### src/sv/gtr_pkg.sv
// ----------------------------------------------------------------------------
// gtr_pkg: shared types, constants and font ROM for the text rasterizer
// Holds the 8x8 glyph bitmaps, the descriptor passed from the front end to
// the scanner, the frame-buffer write record and the scanner states.
// ----------------------------------------------------------------------------
package gtr_pkg;

  // Default geometry
  localparam int ScreenWidthDef    = 320;
  localparam int ScreenHeightDef   = 240;
  localparam int MaxStringCharsDef = 64;

  localparam int GlyphCount = 36;
  localparam int GlyphSize  = 8;

  // Queue depths
  localparam int DescDepth = 2;
  localparam int WrDepth   = 4;

  // Glyph bitmaps, row 0 in the top byte, column 0 in the MSB of each row.
  // Entries 0..25 are A..Z, entries 26..35 are 0..9.
  localparam logic [63:0] GLYPH_ROM [0:GlyphCount-1] = '{
    64'h183C66667E666600, 64'h7C66667C66667C00, 64'h3C66606060663C00,
    64'h786C6666666C7800, 64'h7E60607860607E00, 64'h7E60607860606000,
    64'h3C66606E66663E00, 64'h6666667E66666600, 64'h3E18181818183E00,
    64'h1E0C0C0C0C6C3800, 64'h666C7870786C6600, 64'h6060606060607E00,
    64'h63777F6B63636300, 64'h66767E7E6E666600, 64'h3C66666666663C00,
    64'h7C66667C60606000, 64'h3C666666666C3600, 64'h7C66667C6C666600,
    64'h3C60380E06663C00, 64'h7E18181818181800, 64'h6666666666663C00,
    64'h66666666663C1800, 64'h6363636B7F776300, 64'h66663C183C666600,
    64'h6666663C18181800, 64'h7E060C1830607E00, 64'h3C66666666663C00,
    64'h1838181818187E00, 64'h3C66060C30607E00, 64'h3C66061C06663C00,
    64'h0C1C2C4C7E0C0C00, 64'h7E607C0606663C00, 64'h3C607C6666663C00,
    64'h7E060C1830303000, 64'h3C66663C66663C00, 64'h3C66663E06663C00
  };

  // One character ready to scan
  typedef struct packed {
    logic [5:0]         glyph;     // font ROM entry
    logic signed [11:0] x0;        // left pixel column of the glyph cell
    logic signed [9:0]  y0;        // top pixel row of the glyph cell
    logic signed [20:0] row_base;  // y0 * screen width
    logic [7:0]         color;
  } gtr_desc_t;

  // One frame-buffer write
  typedef struct packed {
    logic [16:0] addr;
    logic [7:0]  color;
    logic        last;
  } gtr_wr_t;

  typedef enum logic [1:0] {
    BK_IDLE,
    BK_SCAN,
    BK_FLUSH
  } gtr_bk_state_t;

  // Glyph pixel at scan index idx (row * 8 + column); unknown glyphs are blank
  function automatic logic glyph_bit(input logic [5:0] glyph, input logic [5:0] idx);
    logic [63:0] bits;
    bits = (glyph < 6'(GlyphCount)) ? GLYPH_ROM[glyph] : 64'h0;
    return bits[6'd63 - idx];
  endfunction

endpackage

### src/sv/gtr_fifo.sv
// ----------------------------------------------------------------------------
// gtr_fifo: small first-in first-out queue
// Register-based queue with full and empty flags; the head entry is shown
// combinationally on rdata while empty is low.
// ----------------------------------------------------------------------------
module gtr_fifo #(
  parameter int WIDTH = 8,
  parameter int DEPTH = 2
) (
  input  logic             clk,
  input  logic             rst_n,
  input  logic             push,
  input  logic [WIDTH-1:0] wdata,
  output logic             full,
  input  logic             pop,
  output logic [WIDTH-1:0] rdata,
  output logic             empty
);

  localparam int PTR_W = (DEPTH > 1) ? $clog2(DEPTH) : 1;
  localparam int CNT_W = $clog2(DEPTH + 1);

  logic [WIDTH-1:0] mem [0:DEPTH-1];
  logic [PTR_W-1:0] wr_ptr_r, rd_ptr_r;
  logic [CNT_W-1:0] count_r;
  logic             do_push, do_pop;

  assign full    = (count_r == CNT_W'(DEPTH));
  assign empty   = (count_r == '0);
  assign do_push = push && !full;
  assign do_pop  = pop && !empty;
  assign rdata   = mem[rd_ptr_r];

  // Store the incoming entry
  always_ff @(posedge clk) begin
    if (do_push) begin
      mem[wr_ptr_r] <= wdata;
    end
  end

  // Advance pointers and occupancy
  always_ff @(posedge clk) begin
    if (!rst_n) begin
      wr_ptr_r <= '0;
      rd_ptr_r <= '0;
      count_r  <= '0;
    end else begin
      if (do_push) begin
        wr_ptr_r <= (wr_ptr_r == PTR_W'(DEPTH - 1)) ? '0 : wr_ptr_r + 1'b1;
      end
      if (do_pop) begin
        rd_ptr_r <= (rd_ptr_r == PTR_W'(DEPTH - 1)) ? '0 : rd_ptr_r + 1'b1;
      end
      if (do_push && !do_pop) begin
        count_r <= count_r + 1'b1;
      end else if (do_pop && !do_push) begin
        count_r <= count_r - 1'b1;
      end
    end
  end

endmodule

### src/sv/gtr_front.sv
// ----------------------------------------------------------------------------
// gtr_front: character classifier
// Maps the character code to a font entry, drops undrawable characters and
// characters past the string limit, and builds the scan descriptor with the
// glyph cell origin and the row base address.
// ----------------------------------------------------------------------------
module gtr_front #(
  parameter int SCREEN_WIDTH     = gtr_pkg::ScreenWidthDef,
  parameter int MAX_STRING_CHARS = gtr_pkg::MaxStringCharsDef
) (
  input  logic                signed [10:0] in_base_x,
  input  logic                signed [9:0]  in_base_y,
  input  logic                       [5:0]  in_char_position,
  input  logic                       [7:0]  in_char_code,
  input  logic                       [7:0]  in_pixel_color,
  input  logic                              in_push,
  output logic                              in_full,
  output logic                              desc_push,
  output gtr_pkg::gtr_desc_t                desc,
  input  logic                              desc_full
);
  import gtr_pkg::*;

  localparam logic signed [20:0] WidthS = 21'(SCREEN_WIDTH);
  localparam logic [6:0]         MaxPos = 7'(MAX_STRING_CHARS);

  logic       is_upper, is_digit, drawable;
  logic [5:0] glyph;

  // Classify the character code
  always_comb begin
    is_upper = (in_char_code >= 8'h41) && (in_char_code <= 8'h5A);
    is_digit = (in_char_code >= 8'h30) && (in_char_code <= 8'h39);
    if (is_upper) begin
      glyph = 6'(in_char_code - 8'h41);
    end else begin
      glyph = 6'(in_char_code - 8'h30) + 6'd26;
    end
    drawable = (is_upper || is_digit) && ({1'b0, in_char_position} < MaxPos);
  end

  // Build the descriptor: cell origin and row base address
  always_comb begin
    desc.glyph    = glyph;
    desc.x0       = 12'(in_base_x) + $signed({3'b000, in_char_position, 3'b000});
    desc.y0       = in_base_y;
    desc.row_base = 21'(in_base_y) * WidthS;
    desc.color    = in_pixel_color;
  end

  // Accept while the descriptor queue has room; undrawable items vanish here
  assign in_full   = desc_full;
  assign desc_push = in_push && !desc_full && drawable;

endmodule

### src/sv/gtr_back.sv
// ----------------------------------------------------------------------------
// gtr_back: glyph scanner
// Walks the 64 pixels of one glyph, one a cycle unless the output queue is
// full, clips against the screen, and holds each visible write until the
// next one (or the glyph end) shows whether it is the last of the character.
// ----------------------------------------------------------------------------
module gtr_back #(
  parameter int SCREEN_WIDTH  = gtr_pkg::ScreenWidthDef,
  parameter int SCREEN_HEIGHT = gtr_pkg::ScreenHeightDef
) (
  input  logic               clk,
  input  logic               rst_n,
  input  gtr_pkg::gtr_desc_t desc,
  input  logic               desc_empty,
  output logic               desc_pop,
  output gtr_pkg::gtr_wr_t   wr,
  output logic               wr_push,
  input  logic               wr_full
);
  import gtr_pkg::*;

  localparam logic signed [11:0] WidthX  = 12'(SCREEN_WIDTH);
  localparam logic signed [10:0] HeightY = 11'(SCREEN_HEIGHT);
  localparam logic signed [20:0] WidthR  = 21'(SCREEN_WIDTH);

  gtr_bk_state_t      state_r, state_nxt;
  logic [5:0]         idx_r, idx_nxt;
  gtr_desc_t          desc_r, desc_nxt;
  logic signed [20:0] row_base_r, row_base_nxt;
  logic               pend_vld_r, pend_vld_nxt;
  logic [16:0]        pend_addr_r, pend_addr_nxt;
  logic [7:0]         pend_color_r, pend_color_nxt;

  logic [2:0]         row, col;
  logic signed [11:0] pix_x;
  logic signed [10:0] pix_y;
  logic signed [20:0] addr_sum;
  logic               visible, load;

  // Current pixel position and clip test
  always_comb begin
    row      = idx_r[5:3];
    col      = idx_r[2:0];
    pix_x    = desc_r.x0 + $signed({9'b0, col});
    pix_y    = 11'(desc_r.y0) + $signed({8'b0, row});
    addr_sum = row_base_r + 21'(pix_x);
    visible  = glyph_bit(desc_r.glyph, idx_r) &&
               !pix_x[11] && (pix_x < WidthX) &&
               !pix_y[10] && (pix_y < HeightY);
  end

  // Next state and outputs
  always_comb begin
    state_nxt      = state_r;
    idx_nxt        = idx_r;
    desc_nxt       = desc_r;
    row_base_nxt   = row_base_r;
    pend_vld_nxt   = pend_vld_r;
    pend_addr_nxt  = pend_addr_r;
    pend_color_nxt = pend_color_r;
    wr_push        = 1'b0;
    wr.addr        = pend_addr_r;
    wr.color       = pend_color_r;
    wr.last        = 1'b0;
    load           = 1'b0;

    case (state_r)
      BK_IDLE: begin
        load = !desc_empty;
      end
      BK_SCAN: begin
        if (!wr_full) begin
          if (visible) begin
            wr_push        = pend_vld_r;
            pend_vld_nxt   = 1'b1;
            pend_addr_nxt  = addr_sum[16:0];
            pend_color_nxt = desc_r.color;
          end
          idx_nxt = idx_r + 1'b1;
          if (col == 3'd7) begin
            row_base_nxt = row_base_r + WidthR;
          end
          if (idx_r == 6'd63) begin
            state_nxt = BK_FLUSH;
          end
        end
      end
      BK_FLUSH: begin
        if (!pend_vld_r || !wr_full) begin
          wr_push      = pend_vld_r;
          wr.last      = 1'b1;
          pend_vld_nxt = 1'b0;
          state_nxt    = BK_IDLE;
          load         = !desc_empty;
        end
      end
      default: begin
        state_nxt = BK_IDLE;
      end
    endcase

    // Take the next character
    if (load) begin
      desc_nxt     = desc;
      row_base_nxt = desc.row_base;
      idx_nxt      = '0;
      state_nxt    = BK_SCAN;
    end
    desc_pop = load;
  end

  // Control registers
  always_ff @(posedge clk) begin
    if (!rst_n) begin
      state_r    <= BK_IDLE;
      pend_vld_r <= 1'b0;
    end else begin
      state_r    <= state_nxt;
      pend_vld_r <= pend_vld_nxt;
    end
  end

  // Payload registers
  always_ff @(posedge clk) begin
    idx_r        <= idx_nxt;
    desc_r       <= desc_nxt;
    row_base_r   <= row_base_nxt;
    pend_addr_r  <= pend_addr_nxt;
    pend_color_r <= pend_color_nxt;
  end

  // A write never goes into a full queue
  a_push_room: assert property (@(posedge clk) disable iff (!rst_n)
    wr_push |-> !wr_full)
    else $error("write pushed into full output queue");

  // A descriptor is only taken when one is waiting
  a_pop_avail: assert property (@(posedge clk) disable iff (!rst_n)
    desc_pop |-> !desc_empty)
    else $error("descriptor popped from empty queue");

  // The end-of-character mark only leaves in the flush step
  a_last_flush: assert property (@(posedge clk) disable iff (!rst_n)
    (wr_push && wr.last) |-> (state_r == BK_FLUSH))
    else $error("last write outside flush");

  // The final glyph pixel leads to the flush step
  a_scan_end: assert property (@(posedge clk) disable iff (!rst_n)
    (state_r == BK_SCAN && idx_r == 6'd63 && !wr_full) |=> (state_r == BK_FLUSH))
    else $error("scan end did not flush");

  // Nothing stays held once the scanner is idle
  a_idle_clear: assert property (@(posedge clk) disable iff (!rst_n)
    (state_r == BK_IDLE) |-> !pend_vld_r)
    else $error("held write left behind");

endmodule

### src/sv/glyph_text_rasterizer.sv
// ----------------------------------------------------------------------------
// glyph_text_rasterizer: 8x8 font text rasterizer
// Turns one character of a string into clipped frame-buffer pixel writes.
//
//   channel | ports                                       | direction
//   --------+---------------------------------------------+----------
//   input   | in_push/in_full, in_base_x .. in_pixel_color | in
//   result  | out_pop/out_empty, out_pixel_address,        | out
//           | out_write_color, out_last_write              |
//
// A drawable character holds the scanner for 64 glyph pixels, one a cycle
// while not stalled, plus a flush step that releases the held final write.
// Undrawable characters are dropped at the input and take no scanner time.
// Input transactions are taken one a cycle while the 2-entry descriptor
// queue has room; a full 4-entry output queue stalls the scanner in place.
// Synchronous active-low reset empties both queues and idles the scanner.
// ----------------------------------------------------------------------------
module glyph_text_rasterizer #(
  parameter int SCREEN_WIDTH     = gtr_pkg::ScreenWidthDef,
  parameter int SCREEN_HEIGHT    = gtr_pkg::ScreenHeightDef,
  parameter int MAX_STRING_CHARS = gtr_pkg::MaxStringCharsDef
) (
  input  logic               clk,
  input  logic               rst_n,
  input  logic               in_push,
  output logic               in_full,
  input  logic signed [10:0] in_base_x,
  input  logic signed [9:0]  in_base_y,
  input  logic        [5:0]  in_char_position,
  input  logic        [7:0]  in_char_code,
  input  logic        [7:0]  in_pixel_color,
  output logic               out_empty,
  input  logic               out_pop,
  output logic        [16:0] out_pixel_address,
  output logic        [7:0]  out_write_color,
  output logic               out_last_write
);
  import gtr_pkg::*;

  gtr_desc_t desc_in, desc_out;
  logic      desc_push, desc_full, desc_pop, desc_empty;
  gtr_wr_t   wr_in, wr_out;
  logic      wr_push, wr_full;

  // Classify and queue characters
  gtr_front #(
    .SCREEN_WIDTH    (SCREEN_WIDTH),
    .MAX_STRING_CHARS(MAX_STRING_CHARS)
  ) u_front (
    .in_base_x       (in_base_x),
    .in_base_y       (in_base_y),
    .in_char_position(in_char_position),
    .in_char_code    (in_char_code),
    .in_pixel_color  (in_pixel_color),
    .in_push         (in_push),
    .in_full         (in_full),
    .desc_push       (desc_push),
    .desc            (desc_in),
    .desc_full       (desc_full)
  );

  gtr_fifo #(
    .WIDTH($bits(gtr_desc_t)),
    .DEPTH(DescDepth)
  ) u_desc_q (
    .clk  (clk),
    .rst_n(rst_n),
    .push (desc_push),
    .wdata(desc_in),
    .full (desc_full),
    .pop  (desc_pop),
    .rdata(desc_out),
    .empty(desc_empty)
  );

  // Scan glyphs into writes
  gtr_back #(
    .SCREEN_WIDTH (SCREEN_WIDTH),
    .SCREEN_HEIGHT(SCREEN_HEIGHT)
  ) u_back (
    .clk       (clk),
    .rst_n     (rst_n),
    .desc      (desc_out),
    .desc_empty(desc_empty),
    .desc_pop  (desc_pop),
    .wr        (wr_in),
    .wr_push   (wr_push),
    .wr_full   (wr_full)
  );

  // Decouple the result side
  gtr_fifo #(
    .WIDTH($bits(gtr_wr_t)),
    .DEPTH(WrDepth)
  ) u_wr_q (
    .clk  (clk),
    .rst_n(rst_n),
    .push (wr_push),
    .wdata(wr_in),
    .full (wr_full),
    .pop  (out_pop),
    .rdata(wr_out),
    .empty(out_empty)
  );

  assign out_pixel_address = wr_out.addr;
  assign out_write_color   = wr_out.color;
  assign out_last_write    = wr_out.last;

endmodule
### config.mk
export PLATFORM = sky130hd
export DESIGN_NAME = glyph_text_rasterizer
export DESIGN_NICKNAME = d
export VERILOG_FILES = /design/src/sv/gtr_pkg.sv /design/src/sv/gtr_fifo.sv /design/src/sv/gtr_front.sv /design/src/sv/gtr_back.sv /design/src/sv/glyph_text_rasterizer.sv
export SDC_FILE = /design/constraint.sdc
export NUM_CORES = 1
export LEC_CHECK = 0
export BUFFER_PORTS_ARGS = -buffer_cell sky130_fd_sc_hd__buf_4
export CAP_MARGIN = 10
export CORE_ASPECT_RATIO = 0.5
export CORE_MARGIN = 10
export CORE_UTILIZATION = 25
export DETAILED_ROUTE_END_ITERATION = 6
export SYNTH_ARGS = -nofsm -noshare
export SYNTH_HDL_FRONTEND = slang
export SYNTH_SLANG_ARGS = --single-unit
### constraint.sdc
create_clock -name clk -period 4.8 [get_ports clk]
set_clock_uncertainty 0.2 [all_clocks]
set_input_delay 0.96 -clock clk [delete_from_list [all_inputs] [get_ports clk]]
set_output_delay 0.96 -clock clk [all_outputs]
set_load 0.02 [all_outputs]
==> flow_metrics.env, run 1 <==
export IMPL_ys_types=78
export IMPL_synthCells=1102
export IMPL_first_iter_violations=656
export IMPL_fin_total_pwr_mw=9.60
export IMPL_grt_pass1_wl_um=60000
export IMPL_path_class="register to register"
export IMPL_worst_slew_pin_slew_ns=1.14
export IMPL_grt_use_total=0.111
export IMPL_grt_pass1_vias=9630
export IMPL_io_pins=75
export IMPL_final_util=0.303
export IMPL_drive_gt1_frac=0.220
export IMPL_cp_required_ns=5.09
export IMPL_hold_ws_ns=0.218
export IMPL_ys_seq_elements=289
export IMPL_report_final_hold_viol_count=0
export IMPL_yosysWarnings=0
export IMPL_worstRegToRegCells=15
export IMPL_port_buffers=74
export IMPL_numCtsBuffers=28
export IMPL_timing_setup_tns_ns=0
export IMPL_drt_antenna_violating_nets=0
export IMPL_drv_slew=0
export IMPL_row_count=62
export IMPL_slew_headroom=0.241
export IMPL_clk_latency_ns=0.56
export IMPL_synthTopCellsByArea="edfxtp_1 (55%), ha_1 (5.7%), mux4_2 (4.0%), dfxtp_1 (3.2%), mux2_2 (3.1%)"
export IMPL_dieHeight_um=191
export IMPL_area_growth_pct=19.6
export IMPL_synth_edff_count=266
export IMPL_cts_sinks=289
export IMPL_ff_latch_area_mm2=0.00845
export IMPL_max_freq_mhz=220
export IMPL_synth_common_cells="edfxtp_1 (266), a21oi_1 (77), ha_1 (66), nor2_1 (59), inv_1 (42)"
export IMPL_worstHoldPathCells=0
export IMPL_hold_class="register to register"
export IMPL_synth_most_common_cell="edfxtp_1"
export IMPL_synth_top_cell_area_share=0.549
export IMPL_power_density_mw_per_mm2=551
export IMPL_ir_drop_mv=0.292
export IMPL_dpl_cell_area_mm2=0.0165
export IMPL_start_util=0.253
export IMPL_synth_seq_area_share=0.580
export IMPL_syn_cell_area_mm2=0.0146
export IMPL_p_leak_nw=6.08
export IMPL_drt_total_wl_um=39200
export IMPL_die_w_um=361
export IMPL_antenna_found_initial=1
export IMPL_hpwl_um=28400
export IMPL_rsz0062_at_grt="false"
export IMPL_vias=9514
export IMPL_drc=0
export IMPL_cts_tree="yes"
export IMPL_root_buffer="clkbuf_16"
export IMPL_final_min_clock_period_ns=4.55
export IMPL_status="completed"
export IMPL_synth_ff_type="edfxtp_1"
export IMPL_design_area_mm2=0.0174
export IMPL_antennaDiodeCount=0
export IMPL_synth_area_per_cell_um2=13.2
export IMPL_finalSetupViolCount=0
export IMPL_overflow=0
export IMPL_gp_routability_congestion=0.925
export IMPL_htreeDepth=1
export IMPL_post_drt_wl_per_cell_um=19.5
export IMPL_cp_arrival_ns=4.84
export IMPL_crit_path_end_kind="register"
export IMPL_multiInputGateArea_mm2=0.00563
export IMPL_cts_path_max_buffers=3
export IMPL_synth_nets=1220
export IMPL_drt_first_pass_iters=5
export IMPL_yosys_area_top_type="edfxtp_1"
export IMPL_post_route_period_util=0.948
export IMPL_routed_via_density=4.74
export IMPL_grt_start_max_net_pins=66
export IMPL_fillers=5729
export IMPL_nets=1335
export IMPL_startpoint_type="register"
export IMPL_core_mm2=0.0575
export IMPL_fp_dieArea_mm2=0.0689
export IMPL_cp_max_fo=8
export IMPL_async_reset_ff_frac=0
export IMPL_clkSlewWorstSetupHoldPaths_ns=0.06
export IMPL_max_cap_violations=0
## report_power, final
| group | internal, mW | leakage, nW | total [mW] | switching, mW |
|---|---|---|---|---|
| clock network | 1.22 | 0.438 | 2.11 | 0.894 |
| logic | 1.61 | 3.04 | 3.96 | 2.35 |
| registers | 3.20 | 2.60 | 3.52 | 0.324 |
| total | 6.03 | 6.08 | 9.60 | 3.57 |
## through the flow
step                      std cells  setup WS [ns]
after floorplan                1102          0.286
after detailed placement       1952          0.304
final                          2007          0.249
after CTS                      2004          0.322
after global placement         1952          0.293
after global routing           2007         0.0415
## critical path, cell delays in order (launching register included)
cell       delay, ns
edfxtp_1        0.45
buf_4           0.20
or2b_4          0.27
o21ai_1         0.12
o311ai_0        0.39
a21oi_1         0.11
or4_1           0.57
a211o_1         0.33
a2111oi_4       0.42
a22o_1          0.21
ha_1            0.17
inv_1           0.06
fa_1            0.37
xor2_1          0.17
or3_1           0.31
a21oi_1         0.15
## repair_timing
action / 4_1_cts / 5_1_grt
hold buffers: 0 / 0
gates resized for setup: 0 / 1
setup endpoints to repair: 0 / 1
setup buffers: 0 / 3
## layout by cell type, fill, tap and decap left out, types with 7 or more instances in the layout
cell type	instances
edfxtp_1	266
buf_4	137
a21oi_1	77
ha_1	65
nor2_1	59
inv_1	42
nand2_1	41
mux2_2	40
o21ai_0	38
xnor2_1	36
clkbuf_16	29
mux4_2	26
nand2b_1	24
mux2i_1	24
xor2_1	22
dfxtp_1	21
nand3_1	17
nor2b_1	15
buf_12	14
o211ai_1	13
a21o_1	13
nor3_1	11
a211oi_1	11
o21bai_1	11
clkbuf_1	11
and3_1	9
nand4_1	9
a31oi_1	8
and2_1	8
a2111oi_0	8
a211o_1	7
## worst paths after layout
check                                                  from                          endpoint  slack, ns
worst min register to register   u_back.desc_r[7]$_DFFE_PP_  u_back.pend_color_r[7]$_DFFE_PP_       0.22
worst max register to register  u_back.desc_r[53]$_DFFE_PP_    u_wr_q.count_r[2]$_SDFFE_PN0P_       0.25
worst min-delay path             u_back.desc_r[7]$_DFFE_PP_  u_back.pend_color_r[7]$_DFFE_PP_       0.22
worst max-delay path            u_back.desc_r[53]$_DFFE_PP_    u_wr_q.count_r[2]$_SDFFE_PN0P_       0.25
## routing by layer
layer  vias up  track usage  wire length [µm]
met5         -            0                13
met4         2       0.0295               943
met3        67       0.0148              1550
met2       231        0.193             19200
met1      4775        0.143             17400
li1       4439            -                 -
## cell families after synthesis
| kind of cell | count (synthesis) | share of synthesized area |
|---|---|---|
| adder cells (fa/ha/maj) | 71 | 0.0636 |
| buffers and inverters | 110 | 0.0337 |
| XOR/XNOR | 58 | 0.0349 |
| AO/OA/AOI/OAI | 260 | 0.121 |
| AND/OR/NAND/NOR | 224 | 0.0785 |
| multiplexers | 90 | 0.0877 |
| flip-flops | 289 | 0.580 |
## flip-flops by register name, indices dropped and copies added (netlist names), named ones only
register             cells
u_desc_q.rd_ptr_r        1
u_back.state_r           2
u_back.row_base_r       11
u_desc_q.count_r         2
u_wr_q.rd_ptr_r          2
u_back.idx_r             6
u_wr_q.wr_ptr_r          2
u_desc_q.wr_ptr_r        1
u_back.desc_r           36
u_back.pend_color_r      8
u_desc_q.mem            90
u_wr_q.mem             104
u_back.pend_vld_r        1
u_wr_q.count_r           3
u_back.pend_addr_r      17
## area by class of cell
| type | count | share of cell area |
|---|---|---|
| flip-flops and latches | 289 | 0.485 |
| clock buffers | 43 | 0.0464 |
| multi-input cells | 703 | 0.323 |
| inverters | 44 | 0.00948 |
| repair buffers | 151 | 0.0751 |
| well taps | 768 | 0.0552 |
| clock inverters | 9 | 0.00524 |
Note: power is estimated with default switching activity, not from simulation.
==> inputs of run 2 (changes only) <==
--- a/config.mk
+++ b/config.mk
@@ -5,9 +5,10 @@
 export SDC_FILE = /design/constraint.sdc
 export NUM_CORES = 1
 export LEC_CHECK = 0
+export ABC_AREA = 1
 export BUFFER_PORTS_ARGS = -buffer_cell sky130_fd_sc_hd__buf_4
 export CAP_MARGIN = 10
-export CORE_ASPECT_RATIO = 0.5
+export CORE_ASPECT_RATIO = 0.7
 export CORE_MARGIN = 10
 export CORE_UTILIZATION = 25
 export DETAILED_ROUTE_END_ITERATION = 6
==> run 2 against run 1 <==
Effect of this change: clock power grew 4%; largest power group unchanged; sequential cell count is the same; synthesized area is essentially flat; setup slack gained 0.35 ns.
==> flow_metrics.env, run 2 <==
export IMPL_status="completed"
export IMPL_post_route_period_util=0.876
export IMPL_drive_gt1_frac=0.143
export IMPL_dieHeight_um=222
export IMPL_routed_via_density=4.61
export IMPL_io_pins=75
export IMPL_finalSetupViolCount=0
export IMPL_p_int_mw=5.90
export IMPL_grt_use_total=0.112
export IMPL_holdBufCountCts=0
export IMPL_cts_resized=0
export IMPL_report_final_hold_viol_count=0
export IMPL_drv_slew=0
export IMPL_max_cap_violations=0
export IMPL_synth_top_cell_area_share=0.548
export IMPL_worstHoldEndpoint="u_back.pend_color_r[6]$_DFFE_PP_"
export IMPL_p_seq_frac=0.347
export IMPL_ir_drop_mv=0.292
export IMPL_start_util=0.255
export IMPL_die_w_um=309
export IMPL_syn_cell_area_mm2=0.0146
export IMPL_drt_antenna_violating_nets=0
export IMPL_drc=0
export IMPL_post_cts_buffers=0
export IMPL_layout_common_cells="nand2_1 (285), edfxtp_1 (266), nor2_1 (155)"
export IMPL_yosys_area_top_type="edfxtp_1"
export IMPL_path_class="register to register"
export IMPL_dpl_cell_area_mm2=0.0161
export IMPL_worst_r2r_startpoint="u_back.idx_r[1]$_SDFFE_PP0P_"
export IMPL_fp_dieArea_mm2=0.0685
export IMPL_reg_top3="u_wr_q.mem: 104 flops, u_desc_q.mem: 90 flops, u_back.desc_r: 36 flops"
export IMPL_comb_power_share=0.434
export IMPL_row_count=73
export IMPL_power_density_mw_per_mm2=592
export IMPL_ys_types=49
export IMPL_timing_setup_tns_ns=0
export IMPL_hpwl_um=29400
export IMPL_cp_arrival_ns=4.50
export IMPL_timing_rr_end="u_wr_q.count_r[2]$_SDFFE_PN0P_"
export IMPL_worstHoldPathCells=0
export IMPL_clkSlewWorstSetupHoldPaths_ns=0.07
export IMPL_cp_required_ns=5.09
export IMPL_synthCells=1414
export IMPL_grt_start_max_net_pins=53
export IMPL_startpoint_type="register"
export IMPL_max_freq_mhz=238
export IMPL_antenna_found_initial=3
export IMPL_overflow=0
export IMPL_drt_first_pass_iters=5
export IMPL_p_leak_nw=6.60
export IMPL_sw_frac_of_total=0.413
export IMPL_pwr_share_clk=0.218
export IMPL_ys_seq_elements=289
export IMPL_antennaDiodeCount=0
export IMPL_cts_sinks=289
export IMPL_synth_area_per_cell_um2=10.3
export IMPL_final_min_clock_period_ns=4.21
export IMPL_port_buffers=74
export IMPL_hp_start="u_back.desc_r[6]$_DFFE_PP_"
export IMPL_area_growth_pct=16.6
export IMPL_design_area_mm2=0.0170
export IMPL_fin_total_pwr_mw=10.1
export IMPL_clk_latency_ns=0.57
export IMPL_synth_most_common_cell="nand2_1"
export IMPL_synth_ff_type="edfxtp_1"
export IMPL_largest_reg_flops=104
export IMPL_numCtsBuffers=28
export IMPL_grt_pass1_vias=9968
export IMPL_first_iter_violations=964
export IMPL_yosysWarnings=0
export IMPL_drt_total_wl_um=39700
export IMPL_synth_nets=1532
export IMPL_async_reset_ff_frac=0
export IMPL_synth_edff_count=266
export IMPL_final_util=0.297
export IMPL_synthTopCellsByArea="edfxtp_1 (55%), nand2_1 (7.3%), ha_1 (5.7%), nor2_1 (4.1%), o21ai_0 (3.7%)"
export IMPL_root_buffer="clkbuf_16"
export IMPL_synth_seq_area_share=0.580
export IMPL_cts_tree="yes"
export IMPL_synth_common_cells="nand2_1 (285), edfxtp_1 (266), nor2_1 (161), inv_1 (109), o21ai_0 (107)"
export IMPL_vias=10454
export IMPL_gp_routability_congestion=0.980
export IMPL_cts_path_max_buffers=3
export IMPL_layout_commonest_cell="nand2_1"
export IMPL_htreeDepth=1
export IMPL_grt_pass1_wl_um=60400
export IMPL_post_drt_wl_per_cell_um=17.5
export IMPL_nets=1616
export IMPL_fillers=5911
export IMPL_rsz0062_at_grt="false"
export IMPL_worstRegToRegCells=23
export IMPL_hold_class="register to register"
export IMPL_power_switching_mw=4.15
export IMPL_r2r_slack_ns=0.59
export IMPL_cp_max_fo=11
export IMPL_slew_headroom=0.394
export IMPL_crit_path_end_kind="register"
export IMPL_top_register="u_wr_q.mem"
export IMPL_core_mm2=0.0572
export IMPL_worst_slew_pin_slew_ns=0.900
run 2: worst max-delay path by stage:
stage / from / endpoint / slack [ns] / depth (start not counted)
final: u_back.idx_r[1]$_SDFFE_PP0P_ / u_wr_q.count_r[2]$_SDFFE_PN0P_ / 0.59 / 23
after global routing: u_back.idx_r[1]$_SDFFE_PP0P_ / u_wr_q.count_r[2]$_SDFFE_PN0P_ / 0.18 / 23
after CTS: u_back.idx_r[1]$_SDFFE_PP0P_ / u_wr_q.count_r[2]$_SDFFE_PN0P_ / 0.64 / 23
after detailed placement: u_back.idx_r[1]$_SDFFE_PP0P_ / u_wr_q.count_r[2]$_SDFFE_PN0P_ / 0.65 / 23
after global placement: u_back.desc_r[52]$_DFFE_PP_ / u_wr_q.count_r[2]$_SDFFE_PN0P_ / 0.61 / 27
after floorplan: in_char_code[0] / u_desc_q.mem[1][0]$_DFFE_PP_ / 0.34 / 11
run 2: power groups by stage:
stage / clock (mW) / combinational (mW) / sequential, mW
floorplan: 0 / 2.87 / 3.43
global placement: 0 / 4.37 / 3.53
detailed placement: 0 / 4.31 / 3.54
CTS: 2.25 / 4.33 / 3.49
global route: 2.36 / 4.82 / 3.53
finish: 2.20 / 4.37 / 3.49
run 2: area by class of cell:
class | count | area, µm² | area share
multi-input cells | 959 | 5450 | 0.321
flip-flops and latches | 289 | 8450 | 0.498
clock buffers | 42 | 813 | 0.0479
well taps | 750 | 938 | 0.0553
clock inverters | 10 | 114 | 0.00670
repair buffers | 105 | 788 | 0.0464
inverters | 115 | 434 | 0.0256
run 2: metal layers:
| metal | GRT usage | vias up | part of all wire |
|---|---|---|---|
| li1 | - | 5049 | - |
| met1 | 0.170 | 4977 | 0.51 |
| met2 | 0.152 | 383 | 0.38 |
| met3 | 0.0357 | 39 | 0.095 |
| met4 | 0.0217 | 6 | 0.016 |
| met5 | 0 | - | 0.0010 |
run 2: through the flow:
stage	setup WS, ns	hold slack (ns)	cells
final	0.595	0.218	2270
after global routing	0.185	0.223	2270
after detailed placement	0.645	0.206	2218
after global placement	0.612	0.203	2218
after floorplan	0.339	0.200	1414
after CTS	0.639	0.222	2270
run 2: logic make-up after synthesis:
family	after synthesis	synth area share
DFF	289	0.580
xor gates and xnor gates	47	0.0283
buffers and inverters	166	0.0481
adders and majority gates	71	0.0636
AOI/OAI and AO/OA	222	0.0828
muxes	42	0.0322
and+or+nand+nor	577	0.165
run 2: critical path: stages, from the launching register on:
cell and delay [ns]:
dfxtp_1 0.74, ha_1 0.27, nand2_1 0.05, nand3_1 0.11, nand2_1 0.06, nor2_1 0.15, nand2_1 0.13, nor2_1 0.11
nand3b_1 0.10, xor2_1 0.35, nand2_1 0.09, nor2_1 0.26, nand4_2 0.16, nand2_2 0.13, nand2_2 0.11, inv_1 0.08
ha_1 0.13, inv_1 0.07, fa_1 0.38, nor2_1 0.12, nor2_1 0.05, nand2_1 0.07, o21ai_0 0.07, a21oi_1 0.14
